`src/rtl/slm_pkg.sv`:
```
// Shared types and constants for the sorted list merge block.
`timescale 1ns / 1ps

package slm_pkg;

	// Field widths of the input and result words.
	localparam int CMD_W = 2;
	localparam int VAL_W = 32;

	// Default list depth.
	localparam int LIST_DEPTH_DEF = 32;

	// Command codes.
	localparam logic [CMD_W-1:0] CMD_PUSH_A = 2'd0;
	localparam logic [CMD_W-1:0] CMD_PUSH_B = 2'd1;
	localparam logic [CMD_W-1:0] CMD_MERGE  = 2'd2;

	// Control flags from the sequencer to the datapath.
	typedef struct packed {
		logic req_ready;
		logic wr_a;
		logic wr_b;
		logic a_has;
		logic b_has;
		logic load;
		logic last;
		logic empty;
		logic ovf;
	} slm_ctrl_t;

endpackage

```
`src/rtl/slm_if.sv`:
```
// Valid/ready channel interfaces for the input and result words.
`timescale 1ns / 1ps

interface slm_in_if;
	logic                            valid;
	logic                            ready;
	logic [slm_pkg::CMD_W-1:0]       cmd;
	logic signed [slm_pkg::VAL_W-1:0] value;

	modport source (output valid, output cmd, output value, input ready);
	modport sink   (input valid, input cmd, input value, output ready);
endinterface

interface slm_out_if;
	logic                            valid;
	logic                            ready;
	logic signed [slm_pkg::VAL_W-1:0] merged_value;
	logic                            last;
	logic                            empty_res;
	logic                            overflow;

	modport source (output valid, output merged_value, output last, output empty_res,
		output overflow, input ready);
	modport sink   (input valid, input merged_value, input last, input empty_res,
		input overflow, output ready);
endinterface

```
`src/rtl/slm_ram.sv`:
```
// Generic single-write, single-read RAM with registered read data.
`timescale 1ns / 1ps

module slm_ram #(
	parameter int Width = 32,
	parameter int Depth = 32,
	localparam int AddrW = (Depth > 1) ? $clog2(Depth) : 1
) (
	input  logic             clk,
	input  logic             we,
	input  logic [AddrW-1:0] waddr,
	input  logic [Width-1:0] wdata,
	input  logic [AddrW-1:0] raddr,
	output logic [Width-1:0] rdata
);

	logic [Width-1:0] mem [Depth];

	// Write port and registered read port.
	always_ff @(posedge clk) begin
		if (we) begin
			mem[waddr] <= wdata;
		end
		rdata <= mem[raddr];
	end

endmodule

```
`src/rtl/slm_cmp.sv`:
```
// Shared compare and select unit that picks the next merged value.
`timescale 1ns / 1ps

module slm_cmp (
	input  logic [slm_pkg::VAL_W-1:0] head_a,
	input  logic [slm_pkg::VAL_W-1:0] head_b,
	input  logic                      a_has,
	input  logic                      b_has,
	output logic                      take_a,
	output logic [slm_pkg::VAL_W-1:0] value
);

	// A goes first only when it is strictly less; ties go to B.
	always_comb begin
		take_a = a_has && (!b_has || ($signed(head_a) < $signed(head_b)));
		value  = take_a ? head_a : head_b;
	end

endmodule

```
`src/rtl/slm_seq.sv`:
```
// Sequencer: list fill counts, merge indexes, overflow flag and merge steps.
`timescale 1ns / 1ps

module slm_seq #(
	parameter int LIST_DEPTH = slm_pkg::LIST_DEPTH_DEF,
	localparam int AddrW = (LIST_DEPTH > 1) ? $clog2(LIST_DEPTH) : 1
) (
	input  logic                      clk,
	input  logic                      arst_n,
	input  logic                      req_fire,
	input  logic [slm_pkg::CMD_W-1:0] cmd,
	input  logic                      out_free,
	input  logic                      take_a,
	output logic [AddrW-1:0]          wr_addr_a,
	output logic [AddrW-1:0]          wr_addr_b,
	output logic [AddrW-1:0]          rd_addr_a,
	output logic [AddrW-1:0]          rd_addr_b,
	output slm_pkg::slm_ctrl_t        ctrl
);

	localparam int CntW = $clog2(LIST_DEPTH + 1);
	localparam logic [CntW-1:0] Full = CntW'(LIST_DEPTH);

	typedef enum logic [3:0] {
		S_IDLE  = 4'b0001,
		S_READ  = 4'b0010,
		S_PICK  = 4'b0100,
		S_EMPTY = 4'b1000
	} state_t;

	state_t          state_q, state_d;
	logic [CntW-1:0] cnt_a_q, cnt_a_d, cnt_b_q, cnt_b_d;
	logic [CntW-1:0] ia_q, ia_d, ib_q, ib_d;
	logic            ovf_q, ovf_d;
	logic [CntW-1:0] ia_nxt, ib_nxt;
	logic            push_a, push_b, do_merge;

	assign wr_addr_a = cnt_a_q[AddrW-1:0];
	assign wr_addr_b = cnt_b_q[AddrW-1:0];
	assign rd_addr_a = ia_q[AddrW-1:0];
	assign rd_addr_b = ib_q[AddrW-1:0];

	assign push_a   = req_fire && (cmd == slm_pkg::CMD_PUSH_A);
	assign push_b   = req_fire && (cmd == slm_pkg::CMD_PUSH_B);
	assign do_merge = req_fire && (cmd == slm_pkg::CMD_MERGE);

	// Indexes after the current pick.
	assign ia_nxt = ia_q + CntW'(take_a);
	assign ib_nxt = ib_q + CntW'(!take_a);

	// Next-state and control logic.
	always_comb begin
		state_d = state_q;
		cnt_a_d = cnt_a_q;
		cnt_b_d = cnt_b_q;
		ia_d    = ia_q;
		ib_d    = ib_q;
		ovf_d   = ovf_q;

		ctrl           = '0;
		ctrl.req_ready = (state_q == S_IDLE);
		ctrl.a_has     = (ia_q < cnt_a_q);
		ctrl.b_has     = (ib_q < cnt_b_q);
		ctrl.ovf       = ovf_q;

		case (state_q)
			S_IDLE: begin
				// Pushes append at the fill count; a full list drops the word.
				if (push_a) begin
					if (cnt_a_q == Full) begin
						ovf_d = 1'b1;
					end else begin
						ctrl.wr_a = 1'b1;
						cnt_a_d   = cnt_a_q + CntW'(1);
					end
				end
				if (push_b) begin
					if (cnt_b_q == Full) begin
						ovf_d = 1'b1;
					end else begin
						ctrl.wr_b = 1'b1;
						cnt_b_d   = cnt_b_q + CntW'(1);
					end
				end
				if (do_merge) begin
					ia_d = '0;
					ib_d = '0;
					if ((cnt_a_q == '0) && (cnt_b_q == '0)) begin
						state_d = S_EMPTY;
					end else begin
						state_d = S_READ;
					end
				end
			end
			S_READ: begin
				// Heads are addressed; read data arrives next cycle.
				state_d = S_PICK;
			end
			S_PICK: begin
				if (out_free) begin
					ctrl.load = 1'b1;
					ctrl.last = (ia_nxt == cnt_a_q) && (ib_nxt == cnt_b_q);
					if (ctrl.last) begin
						cnt_a_d = '0;
						cnt_b_d = '0;
						ia_d    = '0;
						ib_d    = '0;
						ovf_d   = 1'b0;
						state_d = S_IDLE;
					end else begin
						ia_d    = ia_nxt;
						ib_d    = ib_nxt;
						state_d = S_READ;
					end
				end
			end
			S_EMPTY: begin
				if (out_free) begin
					ctrl.load  = 1'b1;
					ctrl.last  = 1'b1;
					ctrl.empty = 1'b1;
					ovf_d      = 1'b0;
					state_d    = S_IDLE;
				end
			end
			default: begin
				state_d = S_IDLE;
			end
		endcase
	end

	// Control registers.
	always_ff @(posedge clk or negedge arst_n) begin
		if (!arst_n) begin
			state_q <= S_IDLE;
			cnt_a_q <= '0;
			cnt_b_q <= '0;
			ia_q    <= '0;
			ib_q    <= '0;
			ovf_q   <= 1'b0;
		end else begin
			state_q <= state_d;
			cnt_a_q <= cnt_a_d;
			cnt_b_q <= cnt_b_d;
			ia_q    <= ia_d;
			ib_q    <= ib_d;
			ovf_q   <= ovf_d;
		end
	end

endmodule

```
`src/rtl/sorted_list_merge.sv`:
```
// Sorted list merge top level: two list RAMs, compare unit, sequencer, result register.
// A push word is taken while the block is idle, and the block stays ready for the next word.
// A merge of N stored words gives N results, each from a RAM read state, then a compare
// and load of the result register; the result side can stall the load.
// A merge of two empty lists gives one flagged result, with the empty and last flags set.
// Reset clears the fill counts, the overflow flag and the result valid; RAM data is not reset.
`timescale 1ns / 1ps

module sorted_list_merge #(
	parameter int LIST_DEPTH = slm_pkg::LIST_DEPTH_DEF
) (
	input logic        clk,
	input logic        arst_n,
	slm_in_if.sink     req,
	slm_out_if.source  rsp
);

	localparam int AddrW = (LIST_DEPTH > 1) ? $clog2(LIST_DEPTH) : 1;

	slm_pkg::slm_ctrl_t              ctrl;
	logic [AddrW-1:0]                wr_addr_a, wr_addr_b, rd_addr_a, rd_addr_b;
	logic [slm_pkg::VAL_W-1:0]       head_a, head_b, pick_value;
	logic                            take_a, out_free, req_fire;
	logic                            valid_q;
	logic [slm_pkg::VAL_W-1:0]       value_q;
	logic                            last_q, empty_q, ovf_q;

	assign req.ready = ctrl.req_ready;
	assign req_fire  = req.valid && ctrl.req_ready;
	assign out_free  = !valid_q || rsp.ready;

	slm_seq #(.LIST_DEPTH(LIST_DEPTH)) u_seq (
		.clk       (clk),
		.arst_n    (arst_n),
		.req_fire  (req_fire),
		.cmd       (req.cmd),
		.out_free  (out_free),
		.take_a    (take_a),
		.wr_addr_a (wr_addr_a),
		.wr_addr_b (wr_addr_b),
		.rd_addr_a (rd_addr_a),
		.rd_addr_b (rd_addr_b),
		.ctrl      (ctrl)
	);

	slm_ram #(.Width(slm_pkg::VAL_W), .Depth(LIST_DEPTH)) u_ram_a (
		.clk   (clk),
		.we    (ctrl.wr_a),
		.waddr (wr_addr_a),
		.wdata (req.value),
		.raddr (rd_addr_a),
		.rdata (head_a)
	);

	slm_ram #(.Width(slm_pkg::VAL_W), .Depth(LIST_DEPTH)) u_ram_b (
		.clk   (clk),
		.we    (ctrl.wr_b),
		.waddr (wr_addr_b),
		.wdata (req.value),
		.raddr (rd_addr_b),
		.rdata (head_b)
	);

	slm_cmp u_cmp (
		.head_a (head_a),
		.head_b (head_b),
		.a_has  (ctrl.a_has),
		.b_has  (ctrl.b_has),
		.take_a (take_a),
		.value  (pick_value)
	);

	// Result valid flag.
	always_ff @(posedge clk or negedge arst_n) begin
		if (!arst_n) begin
			valid_q <= 1'b0;
		end else if (ctrl.load) begin
			valid_q <= 1'b1;
		end else if (rsp.ready) begin
			valid_q <= 1'b0;
		end
	end

	// Result payload; an empty merge reports a zero value.
	always_ff @(posedge clk) begin
		if (ctrl.load) begin
			value_q <= ctrl.empty ? '0 : pick_value;
			last_q  <= ctrl.last;
			empty_q <= ctrl.empty;
			ovf_q   <= ctrl.ovf;
		end
	end

	assign rsp.valid        = valid_q;
	assign rsp.merged_value = value_q;
	assign rsp.last         = last_q;
	assign rsp.empty_res    = empty_q;
	assign rsp.overflow     = ovf_q;

endmodule

```
`src/flat_wrapper.sv`:
```
// flat-port wrapper written by rule: the top's interface ports become plain ports
module sorted_list_merge_flat 
#(
	parameter int LIST_DEPTH = slm_pkg::LIST_DEPTH_DEF
)
  (clk, arst_n, req_valid, req_cmd, req_value, req_ready, rsp_valid, rsp_merged_value, rsp_last, rsp_empty_res, rsp_overflow, rsp_ready);
  slm_in_if req_i ();
  slm_out_if rsp_i ();
  input logic clk;
  input logic arst_n;
  input wire logic [$bits(req_i.valid)-1:0] req_valid;
  input wire logic [$bits(req_i.cmd)-1:0] req_cmd;
  input wire logic [$bits(req_i.value)-1:0] req_value;
  output wire logic [$bits(req_i.ready)-1:0] req_ready;
  output wire logic [$bits(rsp_i.valid)-1:0] rsp_valid;
  output wire logic [$bits(rsp_i.merged_value)-1:0] rsp_merged_value;
  output wire logic [$bits(rsp_i.last)-1:0] rsp_last;
  output wire logic [$bits(rsp_i.empty_res)-1:0] rsp_empty_res;
  output wire logic [$bits(rsp_i.overflow)-1:0] rsp_overflow;
  input wire logic [$bits(rsp_i.ready)-1:0] rsp_ready;
  assign req_i.valid = req_valid;
  assign req_i.cmd = req_cmd;
  assign req_i.value = req_value;
  assign req_ready = req_i.ready;
  assign rsp_valid = rsp_i.valid;
  assign rsp_merged_value = rsp_i.merged_value;
  assign rsp_last = rsp_i.last;
  assign rsp_empty_res = rsp_i.empty_res;
  assign rsp_overflow = rsp_i.overflow;
  assign rsp_i.ready = rsp_ready;
  sorted_list_merge #(.LIST_DEPTH(LIST_DEPTH)) u_core (.clk(clk), .arst_n(arst_n), .req(req_i), .rsp(rsp_i));
endmodule
```
`config.mk`:
```
export PLATFORM = sky130hd
export DESIGN_NAME = sorted_list_merge_flat
export DESIGN_NICKNAME = d
export VERILOG_FILES = /design/src/rtl/slm_pkg.sv /design/src/rtl/slm_if.sv /design/src/rtl/slm_ram.sv /design/src/rtl/slm_cmp.sv /design/src/rtl/slm_seq.sv /design/src/rtl/sorted_list_merge.sv /design/src/flat_wrapper.sv
export SDC_FILE = /design/constraint.sdc
export NUM_CORES = 2
export LEC_CHECK = 0
export BUFFER_PORTS_ARGS = -buffer_cell sky130_fd_sc_hd__buf_2
export CAP_MARGIN = 25
export CORE_AREA = 4 4 443 445
export CTS_CLUSTER_SIZE = 28
export DETAILED_ROUTE_END_ITERATION = 12
export DIE_AREA = 0 0 447 449
export HOLD_SLACK_MARGIN = 0.15
export SYNTH_ARGS = -nofsm -noshare
export SYNTH_HDL_FRONTEND = slang
export SYNTH_SLANG_ARGS = --single-unit
```
`constraint.sdc`:
```
create_clock -name clk -period 4.21 [get_ports clk]
set_input_delay 0.842 -clock clk [delete_from_list [all_inputs] [get_ports clk]]
set_output_delay 0.842 -clock clk [all_outputs]
set_load 0.05 [all_outputs]
```
==> out/results.ini <==
[die]
die_w_um=447
die_area_um2=201000
initial_core_util_pct=43.8
ios=75
die_h_um=449
core_um2=192000
row_count=161

[route]
wl_per_cell_um=30.2
num_vias=44000
drt_iter0_drc=4813
drc_errors=0
antenna_left=0
avgViaCountPerCell=5.96
dr.pass1.iters=6
wirelength_um=223000

[power_and_ir_drop]
p_leak_uw=0.0292
clkPwrFrac_pct=41.3
total_power_uw=44000
p_sw_uw=9390
vdd_ir_drop_max_uv=415
p_per_area_nw_per_um2=455
pwr-share-seq_pct=54.6
p_int_uw=34600
swShare_pct=21.3
combPwrFrac_pct=4.0

[grt]
overflow=0
grt_pass1_wl_um=317000
grt_antenna_before_repair=13
first_global_vias=43300
grtUsageTotal_pct=21.9
grt_start_max_net_pins=124

[setup_path]
crit_path_start_kind=flop
crit_slowest_cell=a2111oi_4
cpPeakStageDelay_ps=360
path_common_cell=ha_1
crit-reg2reg-launch=u_core.u_ram_b.rdata[23]
critPathLaunch=u_core.u_ram_b.rdata[23]
rr_worst_depth=17
cp.buffers_inverters=1
critical_path_class=reg2reg
endpoint=u_core.u_seq.cnt_b_q[0]
crit_path_max_fanout=5
worst_path_dominant_cell_family=simple AND/OR/NAND/NOR gates
ff2ff_setup_slack_ps=210
cp.depth=17
cp.required_ps=4940
crit_path_cell_trace=inv_1 -> ha_1 -> a21oi_2 -> o21ai_2 -> a2111oi_4 -> o211ai_2 -> mux2i_4 -> nand2_2 -> ha_1 -> ha_1 -> xor2_1 -> nor4_2 -> nand4_1 -> nor4_4 -> and3_4 -> nor2_1 -> mux2_2
r2r-end=u_core.u_seq.cnt_b_q[0]
worstSetupEndpointType=flop
worstPathArrival_ps=4730

[timing]
setup_ws_ps=211
drv_slew=0
tightest_slew_ps=1060
final-setup-viol-count=0
hold_violations=0
max_freq_ghz=0.250
maxSlewHeadroom_pct=29.1
clock_skew_ps=26.1
layout_min_cycle_time_ps=4000
period_share_pct=95.0
whs_ps=277
setup_tns_ps=0

[cells_and_area]
area_growth_pct=14.8
mostFrequentLayoutCells=2083 x edfxtp_1, 385 x mux2i_1, 320 x mux4_2, 256 x o221ai_1, 230 x nand2_1
drive_gt1_share_pct=21.9
fin_util_pct=50.3
layout_commonest_cell=edfxtp_1
layout.nets=4749

[yosys]
yosys.area.top_type=edfxtp_1
syn_avg_cell_area_um2=19.3
synth-seq-cells=2177
synth-edff-count=2083
ys.warnings.count=0
async_flop_share_pct=1.38
syn_nets=4447
ys_top_cells_by_area=edfxtp_1 74%, mux4_2 8.6%, mux2i_1 4.6%, o221ai_1 2.7%, dfxtp_1 1.5%
synth_top_cell_area_share_pct=74.3
synth.distinct_cells=62
synth_flop_cell=edfxtp_1
syn_inst=4356
syn_area_um2=84200
ys_seq_area_share_pct=76.7

[job]
maxCapViolations=0

[status]
status=complete, no violations

[placed_design]
pre_cts_ws_ps=66.9
hpwl_um=121000
port_buffers=74
place.gp.congestion=0.846

[clock_network]
htree_levels=4
numCtsBuffers=206
clockBufferDepth=3
root_buffer=clkbuf_16
clock_latency_ps=860
cts_tree=built
clk_pin_slew_worst_paths_ps=60
clock_sinks=2177

[min_path]
hp-class=in2reg
hold-path-cell-count=1

==> metal layers <==
layer	wire length (µm)	track usage (%)
met2	105000	34.3
met3	15400	3.50
met1	95800	32.0
met5	13	0
met4	6070	6.28
==> power by group through the flow <==
| stage | Clock [µW] | Sequential, µW | Combinational [µW] |
|---|---|---|---|
| 5_1_grt | 19400 | 24100 | 1910 |
| 3_5_place_dp | 0 | 24500 | 1750 |
| 6_report | 18200 | 24100 | 1780 |
| 2_1_floorplan | 0 | 24500 | 714 |
| 4_1_cts | 18500 | 24100 | 1760 |
| 3_3_place_gp | 0 | 24500 | 1730 |
==> sequential cells by signal, summed over array words and instances, names as in the netlist <==
| name | count |
|---|---|
| u_core.u_ram_a.rdata | 32 |
| u_core.u_seq.state_q | 4 |
| u_core.u_seq.ia_q | 6 |
| u_core.u_ram_b.rdata | 32 |
| u_core.u_seq.ib_q | 6 |
| u_core.u_seq.cnt_a_q | 6 |
| u_core.rsp.overflow | 1 |
| u_core.rsp.last | 1 |
| u_core.rsp.valid | 1 |
| u_core.u_ram_b.mem | 1024 |
| u_core.u_seq.cnt_b_q | 6 |
| u_core.u_seq.ovf_q | 1 |
| u_core.rsp.empty_res | 1 |
| u_core.u_ram_a.mem | 1024 |
| u_core.rsp.merged_value | 32 |
==> stage by stage <==
step,std cells,instance area [µm²]
after detailed placement,6965,89800
after global routing,7368,96700
after floorplan,4356,84200
after global placement,6964,89700
final,7372,96700
after CTS,7354,96400
==> worst min-delay path by stage <==
stage	endpoint	startpoint	slack (ps)
detailed placement	u_core.rsp.overflow	u_core.u_seq.ovf_q	520
floorplan	u_core.rsp.overflow	u_core.u_seq.ovf_q	430
CTS	u_core.u_seq.cnt_a_q[0]	req_cmd[0]	410
finish	u_core.u_ram_b.mem[20][22]	req_value[22]	280
global placement	u_core.rsp.overflow	u_core.u_seq.ovf_q	510
global route	u_core.u_ram_b.mem[20][22]	req_value[22]	250
==> worst reg2reg max path: cells and delay by family (launching register included) <==
family,cells,cell delay [ps]
buffers and inverters,1,40
flip-flops,1,330
AND/OR/NAND/NOR,6,1160
XOR/XNOR,1,160
adder cells (fa/ha/maj),3,850
multiplexers,2,490
AO/OA/AOI/OAI,4,820
==> repair_timing <==
item	in CTS	in global routing
resized for setup	0	18
buffers inserted	0	2
hold buffers	1	0
endpoints found under the setup margin	0	26
hold endpoints to repair	29	0
==> synth_stat cells, types with 53 or more instances <==
| master | count |
|---|---|
| a21oi_1 | 119 |
| nor2_1 | 88 |
| nand2_1 | 233 |
| mux4_2 | 320 |
| dfxtp_1 | 64 |
| nand3_1 | 64 |
| ha_1 | 53 |
| buf_2 | 90 |
| clkbuf_1 | 117 |
| o221ai_1 | 256 |
| o22ai_1 | 65 |
| mux2i_1 | 385 |
| o21ai_0 | 163 |
| edfxtp_1 | 2083 |
==> cell type report <==
class | count | area, µm²
clock buffers | 268 | 5450
diodes | 8 | 20.0
repair buffers | 341 | 3120
inverters | 50 | 188
fillers | 15400 | 95500
well taps | 2526 | 3160
multi-input cells | 1882 | 19000
clock inverters | 120 | 1160
flip-flops and latches | 2177 | 64600
==> kinds of logic after synthesis <==
group	count (synthesis)	share of synthesized area, %
AND/OR/NAND/NOR	446	2.33
adder cells (fa/ha/maj)	53	0.788
AO/OA/AOI/OAI	649	5.21
flip-flops	2177	76.7
buffers and inverters	297	1.50
multiplexers	709	13.2
XOR/XNOR	25	0.260
Power figures use the tool's default switching activity.
